$ cat config.mk
export PLATFORM = sky130hd
export DESIGN_NAME = metered_dispense_controller_top
export DESIGN_NICKNAME = d
export VERILOG_FILES = /design/src/rtl/mdc_pkg.sv /design/src/rtl/mdc_cfg_regs.sv /design/src/rtl/mdc_core.sv /design/src/rtl/metered_dispense_controller_top.sv
export SDC_FILE = /design/constraint.sdc
export NUM_CORES = 1
export LEC_CHECK = 0
export BUFFER_PORTS_ARGS = -buffer_cell sky130_fd_sc_hd__buf_4
export CAP_MARGIN = 10
export CELL_PAD_IN_SITES_DETAIL_PLACEMENT = 1
export CELL_PAD_IN_SITES_GLOBAL_PLACEMENT = 1
export CORE_MARGIN = 1.5
export CORE_UTILIZATION = 35
export CTS_BUF_LIST = sky130_fd_sc_hd__clkbuf_8
export CTS_CLUSTER_DIAMETER = 200
export DETAILED_ROUTE_END_ITERATION = 16
export PLACE_DENSITY = 0.66
export SYNTH_ARGS = -nofsm -noshare
export SYNTH_HDL_FRONTEND = slang
export SYNTH_SLANG_ARGS = --single-unit
$ cat constraint.sdc
create_clock -name clk -period 19.9 [get_ports clk]
set_clock_uncertainty 0.15 [all_clocks]
set_input_delay 1.99 -clock clk [delete_from_list [all_inputs] [get_ports clk]]
set_output_delay 1.99 -clock clk [all_outputs]
set_load 0.05 [all_outputs]
$ cat src/rtl/mdc_pkg.sv
// Shared types and constants for the metered dispense controller.
// No dependencies; every other file of the block refers to this package.
`default_nettype none

package mdc_pkg;

  localparam int VolW  = 24;   // remaining volume, meter counts
  localparam int TotW  = 32;   // dispensed total, meter counts
  localparam int TimeW = 32;   // seconds
  localparam int EdgeW = 8;
  localparam int CfgW  = 16;
  localparam int CfgIdxW = 4;

  // Configuration register indexes
  localparam logic [CfgIdxW-1:0] CfgDrainSeconds = 4'd0;
  localparam logic [CfgIdxW-1:0] CfgMinReportGap = 4'd1;
  localparam logic [CfgIdxW-1:0] CfgMaxReportGap = 4'd2;
  localparam logic [CfgIdxW-1:0] CfgVolumeChange = 4'd3;

  // Reset values of the configuration registers
  localparam logic [CfgW-1:0] DrainSecondsReset = 16'd12;
  localparam logic [CfgW-1:0] MinReportGapReset = 16'd5;
  localparam logic [CfgW-1:0] MaxReportGapReset = 16'd3600;
  localparam logic [CfgW-1:0] VolumeChangeReset = 16'd20;

  typedef struct packed {
    logic [TimeW-1:0] now_seconds;
    logic [EdgeW-1:0] flow_edges;
    logic             load_target;
    logic [VolW-1:0]  target_counts;
  } item_t;

  typedef struct packed {
    logic             water_valve;
    logic             drain_valve;
    logic             report_now;
    logic [VolW-1:0]  remaining_counts;
    logic [TotW-1:0]  total_counts;
    logic [TimeW-1:0] report_age;
  } result_t;

  typedef struct packed {
    logic [CfgW-1:0] drain_seconds;
    logic [CfgW-1:0] min_report_gap;
    logic [CfgW-1:0] max_report_gap;
    logic [CfgW-1:0] volume_change_counts;
  } cfg_t;

endpackage

`default_nettype wire

$ cat src/rtl/mdc_cfg_regs.sv
// Configuration register file of the metered dispense controller.
// Depends on mdc_pkg for the register indexes, reset values and cfg_t.
`default_nettype none

module mdc_cfg_regs (
  input  wire logic                          clk,
  input  wire logic                          rst,
  input  wire logic                          wr_en,
  input  wire logic [mdc_pkg::CfgIdxW-1:0]   wr_index,
  input  wire logic [mdc_pkg::CfgW-1:0]      wr_data,
  output mdc_pkg::cfg_t                      cfg
);

  always_ff @(posedge clk) begin
    if (rst) begin
      cfg.drain_seconds        <= mdc_pkg::DrainSecondsReset;
      cfg.min_report_gap       <= mdc_pkg::MinReportGapReset;
      cfg.max_report_gap       <= mdc_pkg::MaxReportGapReset;
      cfg.volume_change_counts <= mdc_pkg::VolumeChangeReset;
    end else if (wr_en) begin
      case (wr_index)
        mdc_pkg::CfgDrainSeconds: cfg.drain_seconds        <= wr_data;
        mdc_pkg::CfgMinReportGap: cfg.min_report_gap       <= wr_data;
        mdc_pkg::CfgMaxReportGap: cfg.max_report_gap       <= wr_data;
        mdc_pkg::CfgVolumeChange: cfg.volume_change_counts <= wr_data;
        default: ;  // unknown index: dropped
      endcase
    end
  end

endmodule

`default_nettype wire

$ cat src/rtl/mdc_core.sv
// Per-tick update of the dispense controller: volume/total counters, valve
// and drain timer state, published snapshot and report decision. Uses mdc_pkg.
`default_nettype none

module mdc_core (
  input  wire logic            clk,
  input  wire logic            rst,
  input  wire mdc_pkg::cfg_t   cfg,
  input  wire mdc_pkg::item_t  item,
  input  wire logic            commit,   // state advances with this item
  output mdc_pkg::result_t     res
);

  localparam int VolW  = mdc_pkg::VolW;
  localparam int TotW  = mdc_pkg::TotW;
  localparam int TimeW = mdc_pkg::TimeW;

  // controller state
  logic [VolW-1:0]  remaining,     remaining_next;
  logic [TotW-1:0]  total,         total_next;
  logic             water_on,      water_on_next;
  logic             drain_on,      drain_on_next;
  logic             drain_timing,  drain_timing_next;
  logic [TimeW-1:0] drain_start,   drain_start_next;
  logic             force_report,  force_report_next;
  // published snapshot
  logic [TimeW-1:0] pub_age;
  logic             pub_water;
  logic             pub_drain;
  logic [VolW-1:0]  pub_remaining;
  logic [TotW-1:0]  pub_total;

  logic [VolW-1:0]  rem_loaded;
  logic             force_loaded;
  logic [TimeW-1:0] age;
  logic [TimeW-1:0] gap;
  logic [TimeW-1:0] drain_elapsed;
  logic [VolW-1:0]  rem_diff;
  logic [TotW-1:0]  tot_diff;
  logic             report;

  always_comb begin
    rem_loaded   = item.load_target ? item.target_counts : remaining;
    force_loaded = item.load_target | force_report;
    age = (item.now_seconds > pub_age) ? item.now_seconds : pub_age;

    water_on_next     = water_on;
    drain_on_next     = drain_on;
    drain_timing_next = drain_timing;
    drain_start_next  = drain_start;
    total_next        = total;
    remaining_next    = rem_loaded;

    if (rem_loaded != '0) begin
      drain_timing_next = 1'b0;
      water_on_next     = 1'b1;
    end

    if (!drain_timing_next) begin
      total_next = total + TotW'(item.flow_edges);
      if (VolW'(item.flow_edges) > rem_loaded) begin
        // overshoot: close supply, open drain and start its timer
        remaining_next    = '0;
        drain_start_next  = item.now_seconds;
        drain_timing_next = 1'b1;
        water_on_next     = 1'b0;
        drain_on_next     = 1'b1;
      end else begin
        remaining_next = rem_loaded - VolW'(item.flow_edges);
      end
    end

    drain_elapsed = item.now_seconds - drain_start_next;
    if (!drain_timing_next || drain_elapsed > TimeW'(cfg.drain_seconds)) begin
      drain_timing_next = 1'b0;
      drain_on_next     = 1'b0;
    end

    rem_diff = (remaining_next >= pub_remaining) ? remaining_next - pub_remaining
                                                 : pub_remaining - remaining_next;
    tot_diff = (total_next >= pub_total) ? total_next - pub_total
                                         : pub_total - total_next;

    gap = age - pub_age;
    if (force_loaded) begin
      report = 1'b1;
    end else if (gap < TimeW'(cfg.min_report_gap)) begin
      report = 1'b0;
    end else if (gap > TimeW'(cfg.max_report_gap)) begin
      report = 1'b1;
    end else begin
      report = (water_on_next != pub_water) || (drain_on_next != pub_drain) ||
               (rem_diff >= VolW'(cfg.volume_change_counts)) ||
               (tot_diff >= TotW'(cfg.volume_change_counts));
    end

    force_report_next = force_loaded & ~report;

    res.water_valve      = water_on_next;
    res.drain_valve      = drain_on_next;
    res.report_now       = report;
    res.remaining_counts = remaining_next;
    res.total_counts     = total_next;
    res.report_age       = age;
  end

  always_ff @(posedge clk) begin
    if (rst) begin
      remaining     <= '0;
      total         <= '0;
      water_on      <= 1'b0;
      drain_on      <= 1'b0;
      drain_timing  <= 1'b0;
      drain_start   <= '0;
      force_report  <= 1'b0;
      pub_age       <= '0;
      pub_water     <= 1'b0;
      pub_drain     <= 1'b0;
      pub_remaining <= '0;
      pub_total     <= '0;
    end else if (commit) begin
      remaining    <= remaining_next;
      total        <= total_next;
      water_on     <= water_on_next;
      drain_on     <= drain_on_next;
      drain_timing <= drain_timing_next;
      drain_start  <= drain_start_next;
      force_report <= force_report_next;
      if (report) begin
        pub_age       <= age;
        pub_water     <= water_on_next;
        pub_drain     <= drain_on_next;
        pub_remaining <= remaining_next;
        pub_total     <= total_next;
      end
    end
  end

endmodule

`default_nettype wire

$ cat src/rtl/metered_dispense_controller_top.sv
// Metered dispense controller top: input register, update core, result register.
// An item goes to the input register, then to the result register (2 register stages).
// Throughput: one item per cycle; the update is one combinational pass and the state
// commits with it. The input stalls only while both registers hold and the receiver stalls.
// Reset (rst, synchronous, active high): state and published snapshot go to zero;
// config registers return to 12 / 5 / 3600 / 20. Uses mdc_pkg, mdc_cfg_regs, mdc_core.
`default_nettype none

module metered_dispense_controller_top (
  input  wire logic                        clk,
  input  wire logic                        rst,
  // item channel
  input  wire logic                        item_valid,
  output logic                             item_stall,
  input  wire mdc_pkg::item_t              item,
  // result channel
  output logic                             result_valid,
  input  wire logic                        result_stall,
  output mdc_pkg::result_t                 result,
  // config write channel
  input  wire logic                        cfg_valid,
  output logic                             cfg_ready,
  input  wire logic [mdc_pkg::CfgIdxW-1:0] cfg_index,
  input  wire logic [mdc_pkg::CfgW-1:0]    cfg_data
);

  mdc_pkg::cfg_t    cfg;
  mdc_pkg::item_t   stage_item;     // input register
  logic             stage_valid;
  mdc_pkg::result_t core_result;

  logic result_free;   // result register can take a new value this cycle
  logic advance;       // staged item moves into the result register
  logic item_xfer;     // item transfer on the input channel

  // Config writes are always taken; the user must keep the block idle whenever they arrive, unchecked.
  assign cfg_ready = 1'b1;

  mdc_cfg_regs u_cfg (
    .clk      (clk),
    .rst      (rst),
    .wr_en    (cfg_valid & cfg_ready),
    .wr_index (cfg_index),
    .wr_data  (cfg_data),
    .cfg      (cfg)
  );

  // The result register empties or gets taken -> staged item can move on.
  // A new item is taken whenever the stage is empty or moving.
  assign result_free = ~result_valid | ~result_stall;
  assign advance     = stage_valid & result_free;
  assign item_stall  = stage_valid & ~result_free;
  assign item_xfer   = item_valid & ~item_stall;

  // State inside the core updates on the same edge the result is captured,
  // so the next staged item already sees it.
  mdc_core u_core (
    .clk    (clk),
    .rst    (rst),
    .cfg    (cfg),
    .item   (stage_item),
    .commit (advance),
    .res    (core_result)
  );

  always_ff @(posedge clk) begin
    if (rst) begin
      stage_valid  <= 1'b0;
      result_valid <= 1'b0;
    end else begin
      stage_valid  <= item_xfer | (stage_valid & ~advance);
      result_valid <= advance | (result_valid & result_stall);
    end
  end

  // payload registers, no reset
  always_ff @(posedge clk) begin
    if (item_xfer) begin
      stage_item <= item;
    end
    if (advance) begin
      result <= core_result;
    end
  end

endmodule

`default_nettype wire

==> out/qor.txt <==
post-synthesis sequential area ratio = 0.3232
Layout area overhead = 13.40%
HP Class = flop to flop
Die Y = 295.1 um
multi-input logic area = 18490 um2
Final TNS setup = 0 ns
Final min period = 11.75 ns
Top Ports = 184
total CTS buffers = 77
Critical Path Source Type = flop
initial antenna violation count = 2
largest net degree at the start of global routing = 144
MaxCap Viol Count = 0
Syn. warnings = 0
# clock sinks = 404
setup violators final = 0
Register Area = 9649 um2
WL per Instance = 21.63 um
I/O Buffers = 182
Bufs and invs on worst path = 5
DR iter-0 viols = 1501
leading area contributor after synthesis = dfxtp_1
Vias/cell = 5.530
Reg clk slew, reported paths = 0.06 ns
Post-CTS Hold Fix Bufs = 0
initial core utilization = 0.3551
Hold Path Sink = u_core.drain_start[15]
commonest non-fill, non-tap cell in the layout = a21oi_1
Final #Nets = 4042
Finished Cell Area = 33860 um2
Post-synth top flop = dfxtp_1
Remaining DRCs = 0
Clk Latency, worst-skew pair = 0.71 ns
met2 Usage GRT = 0.3999
final RePlAce weighted congestion = 0.9406
vias in the first global route = 27380
HPWL Detailed = 79.67 mm
Reg2Reg Launch Point = stage_item[24]
met3 Use GR = 0.03060
first-pass GRT wire length = 162.0 mm
EDFF count, synth = 156
Syn Std Cell Area = 29860 um2
most frequent cells in the layout = 360 x a21oi_1, 339 x nand2_1, 304 x inv_1, 296 x ha_1, 259 x nor2_1
post-cts sizing count = 0
fillcell total = 10040
WL final = 104.9 mm
Critical Path End Type = flop
WP data arrival = 12.12 ns
R2R Path End = u_core.pub_total[28]
flop2flop setup slack = 8.15 ns
Synth cell types = 91
fin crit share = 0.5904
GR Util All Layers = 0.2380
layout cells sized above 1 = 0.1118
Yosys top cell area share = 0.1663
Rel. slew slack = 0.2451
H-tree levels = 3
Synth area leaders = dfxtp_1 17%, edfxtp_1 16%, ha_1 12%
ANT nets after route = 0
outcome = complete, no violations
WS Path Type = flop to flop
syn_area_per_cell = 8.411 um2
RSZ-0062 raised after global routing = false
fmax = 85.12 MHz
Slew Limit Fails = 0
Yosys reg bits = 404
most common cell type on the critical path = buf_4
syn_nets = 3944
die area = 87070 um2
CP Data Required Time = 20.27 ns
CP max FO = 50
Worst Reg-to-Reg Cells = 37
DR vias = 26820
root buf cell = clkbuf_8
row cnt = 106
Leak = 13.90 nW
Crit-path slowest cell = or4b_2
Congestion Overflow GR = 0
CP max stage delay = 1.03 ns
PwrDens = 85.89 nW/um2
core area = 84090 um2
Max clock buf depth = 3
Syn Inst Count = 3550
final hold vios = 0
# Post-CTS Setup Buffers = 0
Die Width = 295.1 um
Initial DRT Pass Iterations = 5
Peak VDD IR = 44.78 uV
busiest grt layer = met2
Worst-Margin Slew = 1.132 ns
hold depth = 2
placed instance area = 32200 um2
CTS tree = built
GR met1 Demand/Resource = 0.3182
Worst Hold Launch = u_core.drain_start[15]
asr flop ratio synth = 0
CP top delay family = simple AND/OR/NAND/NOR gates
-- registers in the layout, indices dropped and copies added, names as in the netlist, 24 cells and up --
name                  cells
u_core.pub_total         32
u_core.pub_remaining     24
u_core.pub_age           32
stage_item               65
u_core.remaining         24
u_core.drain_start       32
u_core.total             32
u_cfg.cfg                64
result                   91
-- metrics by stage --
step	worst slack [ns]	instances	power (mW)	utilization	hold slack, ns
after floorplan	9.331	3550	1.675	-	0.2802
after global placement	8.606	4703	2.001	0.3830	0.2910
after detailed placement	8.297	4703	2.014	0.3830	0.2978
after CTS	8.250	4847	2.933	0.4026	0.3056
after global routing	7.316	4850	3.081	0.4027	0.3163
final	8.152	4850	2.908	0.4027	0.3010
-- worst register-to-register path: cells and delay by family, from the launching register on --
kind | cells | cell delay (ns)
fa+ha+maj | 2 | 0.72
buf+inv | 5 | 1.60
xor+xnor | 2 | 0.43
flops | 1 | 0.32
compound gates | 11 | 2.50
mux | 2 | 0.83
simple gates | 15 | 5.02
-- where the power goes --
group | leakage, nW | internal (mW) | switching, mW
Sequential | 3.49 | 0.904 | 0.0315
Clock | 0.945 | 0.487 | 0.411
Combinational | 9.46 | 0.394 | 0.681
-- layer usage --
metal / routed length [um] / part of all wire
met5: 0 / 0
met4: 2582 / 0.025
met3: 3943 / 0.038
met2: 49250 / 0.47
met1: 49150 / 0.47
-- worst max path at each step --
stage                                end  slack (ns)      startpoint  cells after the start
floorplan           u_core.pub_total[14]        9.33  stage_item[24]                     44
global placement    u_core.pub_total[22]        8.61  stage_item[24]                     37
detailed placement  u_core.pub_total[23]        8.30  stage_item[24]                     37
CTS                 u_core.pub_total[28]        8.25  stage_item[24]                     37
global route        u_core.pub_total[19]        7.32  stage_item[24]                     37
finish              u_core.pub_total[28]        8.15  stage_item[24]                     37
-- cell type report --
| cell class | count | area share |
|---|---|---|
| antenna | 3 | 0.0002217 |
| clock inverter | 57 | 0.01334 |
| sequential | 404 | 0.2850 |
| inverter | 278 | 0.03097 |
| clock buffer | 87 | 0.03536 |
| tap | 1134 | 0.04190 |
| timing repair buffer | 212 | 0.04722 |
| multi-input combinational | 2675 | 0.5460 |
-- synth_stat cells, drive strengths merged (22+ instances only) --
cell,instances
o31ai,47
a31oi,64
ha,296
o21a,48
nand4,83
and3,34
nand2,340
nor2,261
buf,36
nand2b,40
a21o,103
xor2,83
nor4,27
xnor2,72
inv,278
o21ai,138
a211oi,66
clkbuf,157
nor3,50
mux2i,91
o21bai,32
nand3,68
edfxtp,156
mux2,56
nor2b,29
a21oi,362
dfxtp,248
a211o,22
-- cells by family after synthesis --
| family | after synthesis | synth area share |
|---|---|---|
| AND/OR/NAND/NOR | 1042 | 0.1695 |
| other | 1 | 0.0001256 |
| adder cells (fa/ha/maj) | 306 | 0.1301 |
| multiplexers | 147 | 0.05163 |
| XOR/XNOR | 155 | 0.04547 |
| AO/OA/AOI/OAI | 1024 | 0.2194 |
| flip-flops | 404 | 0.3232 |
| buffers and inverters | 471 | 0.06068 |
Power figures use the tool's default switching activity.
